`config.mk`:
```
export PLATFORM = sky130hd
export DESIGN_NAME = uart_ring_buffer_controller
export DESIGN_NICKNAME = d
export VERILOG_FILES = /design/src/hdl/urbc_pkg.sv /design/src/hdl/uart_ring_buffer_controller.sv /design/src/hdl/urbc_ring_mem.sv /design/src/hdl/urbc_ctrl.sv
export SDC_FILE = /design/constraint.sdc
export NUM_CORES = 2
export LEC_CHECK = 0
export BUFFER_PORTS_ARGS = -buffer_cell sky130_fd_sc_hd__buf_2
export CAP_MARGIN = 10
export CORE_MARGIN = 4
export CORE_UTILIZATION = 45
export CTS_CLUSTER_DIAMETER = 40
export CTS_CLUSTER_SIZE = 30
export DETAILED_ROUTE_END_ITERATION = 8
export PLACE_DENSITY = 0.61
export REMOVE_ABC_BUFFERS = 1
export SLEW_MARGIN = 20
export SYNTH_ARGS = -nofsm -noshare
export SYNTH_HDL_FRONTEND = slang
export SYNTH_SLANG_ARGS = --single-unit
```
`constraint.sdc`:
```
create_clock -name clk -period 21.2 [get_ports clk]
set_clock_uncertainty 0.2 [all_clocks]
set_input_delay 4.24 -clock clk [delete_from_list [all_inputs] [get_ports clk]]
set_output_delay 4.24 -clock clk [all_outputs]
set_load 0.005 [all_outputs]
```
`src/hdl/urbc_pkg.sv`:
```
// Shared types and constants for the UART ring buffer controller.
`default_nettype none

package urbc_pkg;

  localparam int unsigned TX_DEPTH_DEF = 256;
  localparam int unsigned RX_DEPTH_DEF = 256;

  typedef enum logic [2:0] {
    KIND_HOST_WR  = 3'd0,
    KIND_HOST_RD  = 3'd1,
    KIND_LINE_IN  = 3'd2,
    KIND_TX_EMPTY = 3'd3,
    KIND_TX_DONE  = 3'd4,
    KIND_TX_CLR   = 3'd5,
    KIND_RX_CLR   = 3'd6
  } kind_t;

  typedef struct packed {
    logic [2:0] kind;
    logic [7:0] data;
    logic       last;
  } item_t;

  typedef struct packed {
    logic read_valid;
    logic tx_strobe;
    logic accepted;
    logic sending;
    logic txe_irq_en;
    logic tc_irq_en;
    logic driver_enable;
  } flags_t;

endpackage

`default_nettype wire

```
`src/hdl/uart_ring_buffer_controller.sv`:
```
// Top level of the UART transmit and receive ring buffer controller.
// Each request on the in_ channel is one host access or one UART event: a host
// byte write, a host byte read, a byte from the line, a transmit-empty or
// transmit-complete event, or a clear of either ring. Every request gives
// exactly one result on the out_ channel, carrying the byte read or sent and
// the ring levels and interrupt enables after that request.
// A request is taken into an input register and decoded from there; once the
// output register is free, the ring state and ring memories are updated and
// its result is held in the output register. One request can be accepted in
// every cycle while the receiver takes each result. When the receiver stalls
// the result stays in the output register, the input register still takes one
// more request, and in_ready then falls until the result is taken. Reset
// empties both rings, clears all flags and rs485_mode; the ring contents are
// not cleared, and no entry is read before it has been written. rs485_mode is
// to be written through cfg_wr_en only while idle; nothing here enforces it.
`default_nettype none

module uart_ring_buffer_controller #(
  parameter int unsigned TX_DEPTH = urbc_pkg::TX_DEPTH_DEF,
  parameter int unsigned RX_DEPTH = urbc_pkg::RX_DEPTH_DEF
) (
  input  wire logic                            clk,
  input  wire logic                            rst_n,
  input  wire logic                            cfg_wr_en,
  input  wire logic                            cfg_rs485_mode,
  input  wire logic                            in_valid,
  output logic                                 in_ready,
  input  wire logic [2:0]                      in_kind,
  input  wire logic [7:0]                      in_data,
  input  wire logic                            in_last,
  output logic                                 out_valid,
  input  wire logic                            out_ready,
  output logic      [7:0]                      out_byte,
  output logic                                 out_read_valid,
  output logic                                 out_tx_strobe,
  output logic                                 out_accepted,
  output logic      [$clog2(TX_DEPTH + 1)-1:0] out_tx_level,
  output logic      [$clog2(RX_DEPTH + 1)-1:0] out_rx_level,
  output logic                                 out_sending,
  output logic                                 out_txe_irq_en,
  output logic                                 out_tc_irq_en,
  output logic                                 out_driver_enable
);

  localparam int unsigned TX_AW = $clog2(TX_DEPTH);
  localparam int unsigned RX_AW = $clog2(RX_DEPTH);
  localparam int unsigned TX_CW = $clog2(TX_DEPTH + 1);
  localparam int unsigned RX_CW = $clog2(RX_DEPTH + 1);

  logic             rs485_mode_r;
  logic             item_vld_r;
  urbc_pkg::item_t  item_r;
  logic             res_vld_r;
  urbc_pkg::flags_t flags_r;
  urbc_pkg::flags_t flags_nxt;
  logic [TX_CW-1:0] tx_level_r, tx_level_nxt;
  logic [RX_CW-1:0] rx_level_r, rx_level_nxt;
  logic             commit;
  logic             tx_wr_en, tx_rd_en, rx_wr_en, rx_rd_en;
  logic [TX_AW-1:0] tx_wr_addr, tx_rd_addr;
  logic [RX_AW-1:0] rx_wr_addr, rx_rd_addr;
  logic [7:0]       tx_rd_data, rx_rd_data;

  assign commit   = item_vld_r && (!res_vld_r || out_ready);
  assign in_ready = !item_vld_r || commit;

  always_ff @(posedge clk) begin
    if (!rst_n) begin
      rs485_mode_r <= 1'b0;
      item_vld_r   <= 1'b0;
      res_vld_r    <= 1'b0;
    end else begin
      if (cfg_wr_en) begin
        rs485_mode_r <= cfg_rs485_mode;
      end
      if (in_ready) begin
        item_vld_r <= in_valid;
      end
      if (commit) begin
        res_vld_r <= 1'b1;
      end else if (out_ready) begin
        res_vld_r <= 1'b0;
      end
    end
  end

  always_ff @(posedge clk) begin
    if (in_valid && in_ready) begin
      item_r.kind <= in_kind;
      item_r.data <= in_data;
      item_r.last <= in_last;
    end
    if (commit) begin
      flags_r    <= flags_nxt;
      tx_level_r <= tx_level_nxt;
      rx_level_r <= rx_level_nxt;
    end
  end

  urbc_ctrl #(
    .TX_DEPTH (TX_DEPTH),
    .RX_DEPTH (RX_DEPTH),
    .TX_AW    (TX_AW),
    .RX_AW    (RX_AW),
    .TX_CW    (TX_CW),
    .RX_CW    (RX_CW)
  ) u_ctrl (
    .clk          (clk),
    .rst_n        (rst_n),
    .commit       (commit),
    .item         (item_r),
    .rs485_mode   (rs485_mode_r),
    .tx_wr_en     (tx_wr_en),
    .tx_wr_addr   (tx_wr_addr),
    .tx_rd_en     (tx_rd_en),
    .tx_rd_addr   (tx_rd_addr),
    .rx_wr_en     (rx_wr_en),
    .rx_wr_addr   (rx_wr_addr),
    .rx_rd_en     (rx_rd_en),
    .rx_rd_addr   (rx_rd_addr),
    .flags_nxt    (flags_nxt),
    .tx_level_nxt (tx_level_nxt),
    .rx_level_nxt (rx_level_nxt)
  );

  urbc_ring_mem #(
    .DEPTH (TX_DEPTH),
    .AW    (TX_AW)
  ) u_tx_mem (
    .clk     (clk),
    .wr_en   (tx_wr_en),
    .wr_addr (tx_wr_addr),
    .wr_data (item_r.data),
    .rd_en   (tx_rd_en),
    .rd_addr (tx_rd_addr),
    .rd_data (tx_rd_data)
  );

  urbc_ring_mem #(
    .DEPTH (RX_DEPTH),
    .AW    (RX_AW)
  ) u_rx_mem (
    .clk     (clk),
    .wr_en   (rx_wr_en),
    .wr_addr (rx_wr_addr),
    .wr_data (item_r.data),
    .rd_en   (rx_rd_en),
    .rd_addr (rx_rd_addr),
    .rd_data (rx_rd_data)
  );

  assign out_valid         = res_vld_r;
  assign out_byte          = flags_r.read_valid ? rx_rd_data :
                             flags_r.tx_strobe  ? tx_rd_data : 8'd0;
  assign out_read_valid    = flags_r.read_valid;
  assign out_tx_strobe     = flags_r.tx_strobe;
  assign out_accepted      = flags_r.accepted;
  assign out_tx_level      = tx_level_r;
  assign out_rx_level      = rx_level_r;
  assign out_sending       = flags_r.sending;
  assign out_txe_irq_en    = flags_r.txe_irq_en;
  assign out_tc_irq_en     = flags_r.tc_irq_en;
  assign out_driver_enable = flags_r.driver_enable;

endmodule

`default_nettype wire

```
`src/hdl/urbc_ring_mem.sv`:
```
// Byte-wide ring storage with one write port and one registered read port.
`default_nettype none

module urbc_ring_mem #(
  parameter int unsigned DEPTH = urbc_pkg::TX_DEPTH_DEF,
  parameter int unsigned AW    = $clog2(DEPTH)
) (
  input  wire logic          clk,
  input  wire logic          wr_en,
  input  wire logic [AW-1:0] wr_addr,
  input  wire logic [7:0]    wr_data,
  input  wire logic          rd_en,
  input  wire logic [AW-1:0] rd_addr,
  output logic      [7:0]    rd_data
);

  logic [7:0] mem_r [DEPTH];
  logic [7:0] rd_data_r;

  always_ff @(posedge clk) begin
    if (wr_en) begin
      mem_r[wr_addr] <= wr_data;
    end
  end

  always_ff @(posedge clk) begin
    if (rd_en) begin
      rd_data_r <= mem_r[rd_addr];
    end
  end

  assign rd_data = rd_data_r;

endmodule

`default_nettype wire

```
`src/hdl/urbc_ctrl.sv`:
```
// Ring indices, counts and interrupt flags, updated once for each request.
`default_nettype none

module urbc_ctrl #(
  parameter int unsigned TX_DEPTH = urbc_pkg::TX_DEPTH_DEF,
  parameter int unsigned RX_DEPTH = urbc_pkg::RX_DEPTH_DEF,
  parameter int unsigned TX_AW    = $clog2(TX_DEPTH),
  parameter int unsigned RX_AW    = $clog2(RX_DEPTH),
  parameter int unsigned TX_CW    = $clog2(TX_DEPTH + 1),
  parameter int unsigned RX_CW    = $clog2(RX_DEPTH + 1)
) (
  input  wire logic                 clk,
  input  wire logic                 rst_n,
  input  wire logic                 commit,
  input  wire urbc_pkg::item_t      item,
  input  wire logic                 rs485_mode,
  output logic                      tx_wr_en,
  output logic         [TX_AW-1:0]  tx_wr_addr,
  output logic                      tx_rd_en,
  output logic         [TX_AW-1:0]  tx_rd_addr,
  output logic                      rx_wr_en,
  output logic         [RX_AW-1:0]  rx_wr_addr,
  output logic                      rx_rd_en,
  output logic         [RX_AW-1:0]  rx_rd_addr,
  output urbc_pkg::flags_t          flags_nxt,
  output logic         [TX_CW-1:0]  tx_level_nxt,
  output logic         [RX_CW-1:0]  rx_level_nxt
);

  logic [TX_AW-1:0] tx_wr_idx_r, tx_wr_idx_nxt, tx_rd_idx_r, tx_rd_idx_nxt;
  logic [RX_AW-1:0] rx_wr_idx_r, rx_wr_idx_nxt, rx_rd_idx_r, rx_rd_idx_nxt;
  logic [TX_CW-1:0] tx_count_r, tx_count_nxt;
  logic [RX_CW-1:0] rx_count_r, rx_count_nxt;
  logic             sending_r, sending_nxt;
  logic             txe_en_r, txe_en_nxt;
  logic             tc_en_r, tc_en_nxt;
  logic             drv_r, drv_nxt;
  logic             accepted;
  logic             read_valid;
  logic             tx_send;
  logic             tx_wr_idx_end, tx_rd_idx_end, rx_wr_idx_end, rx_rd_idx_end;

  assign tx_wr_idx_end = (tx_wr_idx_r == TX_AW'(TX_DEPTH - 1));
  assign tx_rd_idx_end = (tx_rd_idx_r == TX_AW'(TX_DEPTH - 1));
  assign rx_wr_idx_end = (rx_wr_idx_r == RX_AW'(RX_DEPTH - 1));
  assign rx_rd_idx_end = (rx_rd_idx_r == RX_AW'(RX_DEPTH - 1));

  always_comb begin
    tx_wr_idx_nxt = tx_wr_idx_r;
    tx_rd_idx_nxt = tx_rd_idx_r;
    tx_count_nxt  = tx_count_r;
    rx_wr_idx_nxt = rx_wr_idx_r;
    rx_rd_idx_nxt = rx_rd_idx_r;
    rx_count_nxt  = rx_count_r;
    sending_nxt   = sending_r;
    txe_en_nxt    = txe_en_r;
    tc_en_nxt     = tc_en_r;
    drv_nxt       = drv_r;
    accepted      = 1'b0;
    read_valid    = 1'b0;
    tx_send       = 1'b0;
    rx_wr_en      = 1'b0;

    case (urbc_pkg::kind_t'(item.kind))
      urbc_pkg::KIND_HOST_WR: begin
        if (rs485_mode) begin
          drv_nxt = 1'b1;
        end
        if (tx_count_r != TX_CW'(TX_DEPTH)) begin
          accepted      = 1'b1;
          tx_wr_idx_nxt = tx_wr_idx_end ? '0 : tx_wr_idx_r + TX_AW'(1);
          tx_count_nxt  = tx_count_r + TX_CW'(1);
        end else begin
          txe_en_nxt = 1'b1;
        end
        if (item.last) begin
          txe_en_nxt = 1'b1;
        end
      end
      urbc_pkg::KIND_HOST_RD: begin
        if (rx_count_r != '0) begin
          read_valid    = 1'b1;
          rx_rd_idx_nxt = rx_rd_idx_end ? '0 : rx_rd_idx_r + RX_AW'(1);
          rx_count_nxt  = rx_count_r - RX_CW'(1);
        end
      end
      urbc_pkg::KIND_LINE_IN: begin
        rx_wr_en      = commit;
        rx_wr_idx_nxt = rx_wr_idx_end ? '0 : rx_wr_idx_r + RX_AW'(1);
        if (rx_count_r != RX_CW'(RX_DEPTH)) begin
          rx_count_nxt = rx_count_r + RX_CW'(1);
        end
      end
      urbc_pkg::KIND_TX_EMPTY: begin
        if (txe_en_r) begin
          if (tx_count_r == '0) begin
            txe_en_nxt = 1'b0;
            tc_en_nxt  = 1'b1;
          end else begin
            sending_nxt = 1'b1;
            tx_send     = 1'b1;
          end
        end
      end
      urbc_pkg::KIND_TX_DONE: begin
        if (tc_en_r) begin
          if (tx_count_r == '0) begin
            tc_en_nxt   = 1'b0;
            sending_nxt = 1'b0;
            if (rs485_mode) begin
              drv_nxt = 1'b0;
            end
          end else begin
            tx_send = 1'b1;
          end
        end
      end
      urbc_pkg::KIND_TX_CLR: begin
        tx_wr_idx_nxt = '0;
        tx_rd_idx_nxt = '0;
        tx_count_nxt  = '0;
      end
      urbc_pkg::KIND_RX_CLR: begin
        rx_wr_idx_nxt = '0;
        rx_rd_idx_nxt = '0;
        rx_count_nxt  = '0;
      end
      default: begin
      end
    endcase

    if (tx_send) begin
      tx_rd_idx_nxt = tx_rd_idx_end ? '0 : tx_rd_idx_r + TX_AW'(1);
      tx_count_nxt  = tx_count_r - TX_CW'(1);
    end
  end

  always_ff @(posedge clk) begin
    if (!rst_n) begin
      tx_wr_idx_r <= '0;
      tx_rd_idx_r <= '0;
      tx_count_r  <= '0;
      rx_wr_idx_r <= '0;
      rx_rd_idx_r <= '0;
      rx_count_r  <= '0;
      sending_r   <= 1'b0;
      txe_en_r    <= 1'b0;
      tc_en_r     <= 1'b0;
      drv_r       <= 1'b0;
    end else if (commit) begin
      tx_wr_idx_r <= tx_wr_idx_nxt;
      tx_rd_idx_r <= tx_rd_idx_nxt;
      tx_count_r  <= tx_count_nxt;
      rx_wr_idx_r <= rx_wr_idx_nxt;
      rx_rd_idx_r <= rx_rd_idx_nxt;
      rx_count_r  <= rx_count_nxt;
      sending_r   <= sending_nxt;
      txe_en_r    <= txe_en_nxt;
      tc_en_r     <= tc_en_nxt;
      drv_r       <= drv_nxt;
    end
  end

  assign tx_wr_en   = commit && accepted;
  assign tx_wr_addr = tx_wr_idx_r;
  assign tx_rd_en   = commit && tx_send;
  assign tx_rd_addr = tx_rd_idx_r;
  assign rx_wr_addr = rx_wr_idx_r;
  assign rx_rd_en   = commit && read_valid;
  assign rx_rd_addr = rx_rd_idx_r;

  assign flags_nxt.read_valid    = read_valid;
  assign flags_nxt.tx_strobe     = tx_send;
  assign flags_nxt.accepted      = accepted;
  assign flags_nxt.sending       = sending_nxt;
  assign flags_nxt.txe_irq_en    = txe_en_nxt;
  assign flags_nxt.tc_irq_en     = tc_en_nxt;
  assign flags_nxt.driver_enable = drv_nxt;
  assign tx_level_nxt            = tx_count_nxt;
  assign rx_level_nxt            = rx_count_nxt;

endmodule

`default_nettype wire

```
After elaboration in Yosys (flattened, before gate mapping) --
Memories as Yosys holds them, arrays and structs flattened. A register that Yosys moved wholly into a read port is not among the register bits. Cells that the tools add are included.
Storage, ports and cells: output and inout bits 35, memory bits (writable) 4096, ROM bits 0, latch bits 0, memories 2, logic and storage cells 120, bits of input ports 18, register bits after elaboration 94
Memory list:
- u_rx_mem.mem_r | depth 256, width 8, read ports 1, clocked after Yosys merged registers in 1, write ports 1, RTL line urbc_ring_mem.sv:17 | logic [7:0] mem_r [DEPTH];
- u_tx_mem.mem_r | depth 256, width 8, read ports 1, clocked after Yosys merged registers in 1, write ports 1, RTL line urbc_ring_mem.sv:17
Operators by class: bitwise logic cells 0, add/sub/neg operators 8, magnitude comparators 0, reductions and logical operators 21, shifts and indexed selects 0, muxes and demuxes 50, divide/modulo/power cells 0, equal/unequal tests 14, multiply operators 0
Operators with widths (number):
- 8-bit two-way mux | 10
- 8-bit one-hot mux with 2 select lines | 3
- 9-bit two-way mux | 4
- 8-bit by 1-bit adder with 8-bit output, second input constant | 4
- 8-bit equality test, second input constant | 4
- 9-bit one-hot mux with 3 select lines | 1
- 1-bit two-way mux | 26
- 9-bit by 1-bit adder with 9-bit output, second input constant | 2
- 9-bit != test, second input constant | 2
- 9-bit one-hot mux with 2 select lines | 1
- 9-bit by 1-bit subtractor with 9-bit output, second input constant | 2
- 1-bit one-hot mux with 2 select lines | 5
- 2-bit nonzero test | 5
- 3-bit equality test, second input constant | 3
- 9-bit zero test | 1
- 9-bit nonzero test | 1
- 3-bit by 2-bit equality test with 1-bit output, second input constant | 2
- 3-bit AND reduction | 2
- 1-bit logical AND | 5
- 2-bit by 1-bit != test with 1-bit output, second input constant | 2
- 2-bit AND reduction | 2
- 3-bit by 1-bit equality test with 1-bit output, second input constant | 1
- 3-bit zero test | 1
- 1-bit zero test | 2
- 1-bit logical OR | 2

Logic depth before layout (Yosys ltp) --
depth in word-level cells 6, depth in mapped cells 13, mapped depth without buffers 10

Hierarchy --
From an unflattened synthesis, not the netlist that was laid out.
Second synthesis, totals: cell total of the unflattened synthesis 8026, area, all modules 164340.1 um2
Modules (own cells, without submodules):
- urbc_ring_mem | area each 79636.4 um2, instances 2, cells each 3733
- urbc_ctrl | area each 3726.1 um2, instances 1, cells each 498
- uart_ring_buffer_controller | area each 1341.3 um2, instances 1, cells each 62

Worst setup path after synthesis --
No wires, ideal clock.
path type input -> output, from input port out_ready, to output port in_ready, slack 12.254 ns, arrival time 4.506 ns, cell stages on the path 2, cells stage by stage nor2b_1 nand2_1
Between the ends: longest elaborated chain between the ends 3
RTL lines:
- from (decl) | RTL line uart_ring_buffer_controller.sv:32 | input wire logic out_ready,
- 1-bit logical OR | RTL line uart_ring_buffer_controller.sv:64 | assign commit = item_vld_r && (!res_vld_r || out_ready);
- 1-bit logical AND | RTL line uart_ring_buffer_controller.sv:64
- 1-bit logical OR | RTL line uart_ring_buffer_controller.sv:65 | assign in_ready = !item_vld_r || commit;
- to (decl) | RTL line uart_ring_buffer_controller.sv:27 | output logic in_ready,
Every way passes these cells.

Worst setup path in the final report --
Ends and elaborated chain as after synthesis.

==> flow_summary.yaml <==
timing:
  finalHoldViolations: 0
  fmax_mhz: 108
  worst_slew_margin_rel: 0.112
  rsz0062_at_grt: "no"
  finalSetupViolations: 0
  fin_crit_ns: 9.24
  worst_pin_slew_ns: 1.32
  drv_slew: 0
  finalCritPeriodShare: 0.436
synth:
  yosysWarnings: 0
  synthArstFlopShare: 0
  synth_seq_cells: 4206
  yosysSeqAreaShare: 0.763
  netlist_area_mm2: 0.165
  synth_area_leaders: "edfxtp_1 (76%), mux4_2 (13%), mux2i_1 (2.3%)"
  synth.top_cell.area_share: 0.756
  syn_avg_cell_area_um2: 20.2
  synth_area_leader_cell: "edfxtp_1"
  synth_edf_count: 4149
  synth_top_flop_cell: "edfxtp_1"
  syn_inst: 8144
  synth_cell_types: 81
cts:
  htreeDepth: 5
  clkTransAtPathRegs_ns: 0.06
  clk_latency_ns: 0.95
  clock-sinks: 4206
  clockBufferDepth: 4
  cts_hold_buf: 0
  postCtsSetupBuffers: 0
  cts_tree: "yes"
  root_buffer: "clkbuf_16"
  cts-buffers-inserted: 471
  post_cts_resized: 0
setup_path:
  r2r_cells: 9
  crit_buf_inv: 2
  cpPeakStageDelay_ns: 0.22
  slowest_stage: "nor2b_1"
  worstPathMaxFanout: 4
  critPathLaunch: "out_ready"
  cpMostUsedCell: "buf_2"
  cp-start-kind: "input pin"
  end_kind: "primary output"
  r2r_slack_ns: 14.54
  crit_chain: "buf_2 -> nor2b_1 -> nand2_1 -> buf_2"
  crit_family: "simple AND/OR/NAND/NOR gates"
  arrival_ns: 4.80
  critPathKind: "in -> out"
  required_ns: 16.76
  r2r-start: "u_ctrl.rx_rd_addr[1]$_SDFFE_PN0P_"
  worstReg2RegEnd: "u_rx_mem.rd_data[2]$_DFFE_PP_"
run_status:
  status: "finished, final reports clean"
floorplanning:
  dieArea_mm2: 0.376
  core_area_mm2: 0.363
  initial_utilization: 0.453
  fp-row-count: 221
  die_w_um: 613
  io_pins: 53
  die_h_um: 613
placed_design:
  dp_cells: 12700
  io_buffers: 52
  detailed_place_hpwl_um: 269000
  gp_congestion: 0.890
layout:
  drive_gt1_frac: 0.237
  final_util: 0.512
  final_cells: 13600
  nets: 8380
  area_growth_pct: 13.0
  fillCellCount: 28200
power_and_ir_drop:
  ir_drop_mv: 0.0955
  power.density_mw_per_mm2: 95.2
  p_leak_nw: 55.7
drt:
  routedWlPerCell_um: 33.2
  drtIter0Drc: 11000
  route.detailed.drc: 0
  dr_wl_met3_um: 38200
  drt_wl_total_um: 450000
  wl_met1_um: 178000
  wl_met2_um: 215000
  via_count: 85000
  antenna_left: 0
  first_pass_iters: 7
  vias_per_cell: 6.27
  top_layer: "met5"
min_path:
  holdPathStages: 2
  hold_path_class: "reg -> reg"
  hp-start: "u_ctrl.drv_r$_SDFFE_PN0P_"
  worstHoldEndpoint: "u_ctrl.drv_r$_SDFFE_PN0P_"
global_route:
  grt_max_degree: 184
  first_global_vias: 84100
  track_usage: 0.237
  grt.overflow.total: 0
  antenna_found_initial: 11
  grt_pass1_wl_um: 643000
run:
  cap_violations: 0
[cell usage in the layout, fill, tap and decap left out, drive strengths merged, types with 18 or more instances in the layout]
cell      instances
a31oi            42
mux2i           381
o221ai           37
and3             18
nor2            655
mux4            920
bufinv           26
nand2           243
nand2b           32
o22ai            72
and2             21
nor4             27
a2111oi          18
o21ai           108
clkinvlp         46
buf             235
nand4            26
o211ai           21
a21oi           161
nand3            69
a211oi           43
nor3             60
inv             199
edfxtp         4149
a22oi            96
clkbuf          496
clkinv          142
a221o            18
a221oi           78
nor2b            49
o31ai            19
dfxtp            57
[report_power, final]
group | internal, W | leakage [nW] | total [W] | switching, W
combinational | 0.0000629 | 10.1 | 0.000295 | 0.000232
sequential | 0.00914 | 37.8 | 0.00915 | 0.00000763
clock | 0.00461 | 7.79 | 0.00828 | 0.00367
total | 0.0138 | 55.7 | 0.0177 | 0.00391
[tightest hold or removal path: stages, from the launching register on]
cell and delay [ns]:
dfxtp_1 0.31, nand2_1 0.05, a21oi_1 0.05
[cell usage after synthesis, types with 14 or more instances]
cell type  instances
edfxtp_1        4149
mux4_2           920
nor2_1           655
mux2i_1          381
nand2_1          240
clkbuf_1         220
a21oi_1          161
buf_2            124
o21ai_0          108
a22oi_1           96
a221oi_1          78
o22ai_1           72
buf_4             69
nand3_1           68
nor3_1            60
dfxtp_1           57
buf_6             55
nor2b_1           48
a211oi_1          43
a31oi_1           42
o221ai_1          37
buf_1             36
nand2b_1          32
nand4_1           26
nor4_1            26
inv_1             24
o211ai_1          21
o31ai_1           19
a221o_1           18
and2_1            18
and3_1            18
a2111oi_0         17
a22o_1            15
mux2_2            15
ha_1              14
[final cells by class]
| type | count | area [µm²] | area share |
|---|---|---|---|
| well taps | 4794 | 6000 | 0.0322 |
| diodes | 4 | 10.0 | 0.0000538 |
| inverters | 26 | 105 | 0.000564 |
| flip-flops and latches | 4206 | 126000 | 0.675 |
| multi-input cells | 3408 | 36300 | 0.195 |
| clock inverters | 387 | 4130 | 0.0222 |
| clock buffers | 496 | 12000 | 0.0643 |
| repair buffers | 235 | 1910 | 0.0103 |
[worst max-delay path by stage]
| stage | endpoint | slack, ns | depth (start not counted) |
|---|---|---|---|
| after floorplan | u_rx_mem.rd_data[3]$_DFFE_PP_ | -5.28 | 6 |
| after global placement | in_ready | 11.93 | 4 |
| after detailed placement | in_ready | 11.98 | 4 |
| after CTS | in_ready | 11.97 | 4 |
| after global routing | in_ready | 11.95 | 4 |
| final | in_ready | 11.96 | 4 |
[registers in the layout, summed over array words and instances, names as in the netlist, 8 cells and up]
register	count
item_r	12
out_rx_level	9
out_tx_level	9
u_ctrl.rx_count_r	9
u_ctrl.rx_rd_addr	8
u_ctrl.rx_wr_addr	8
u_ctrl.tx_count_r	9
u_ctrl.tx_rd_addr	8
u_ctrl.tx_wr_addr	8
u_rx_mem.mem_r	2048
u_rx_mem.rd_data	8
u_tx_mem.mem_r	2048
u_tx_mem.rd_data	8
[metrics by stage]
stage               total power [W]  instance area [µm²]  worst slack [ns]  TNS (ns)  hold WS, ns
global route                 0.0182               186000             11.95         0        0.278
CTS                          0.0178               186000             11.97         0        0.264
finish                       0.0177               186000             11.96         0        0.264
detailed placement          0.00963               170000             11.98         0        0.258
global placement            0.00962               170000             11.93         0        0.248
floorplan                   0.00962               162000             -5.28   -112.91        0.236
[routing by layer]
layer  track usage  up-vias
li1              -    34400
met1         0.330    44900
met2         0.376     4873
met3        0.0401      866
met4        0.0898        8
met5             0        -
[logic make-up (layout without fill, tap and decap cells)]
logic type	Yosys count	count (layout)	synth area share
AOI/OAI and AO/OA	816	816	0.0345
and+or+nand+nor	1252	1252	0.0336
buffers and inverters	530	1144	0.0171
adders and majority gates	14	14	0.00106
DFF	4206	4206	0.763
xor gates and xnor gates	10	10	0.000532
muxes	1316	1316	0.150
other	0	4	0
Power figures use the tool's default switching activity.
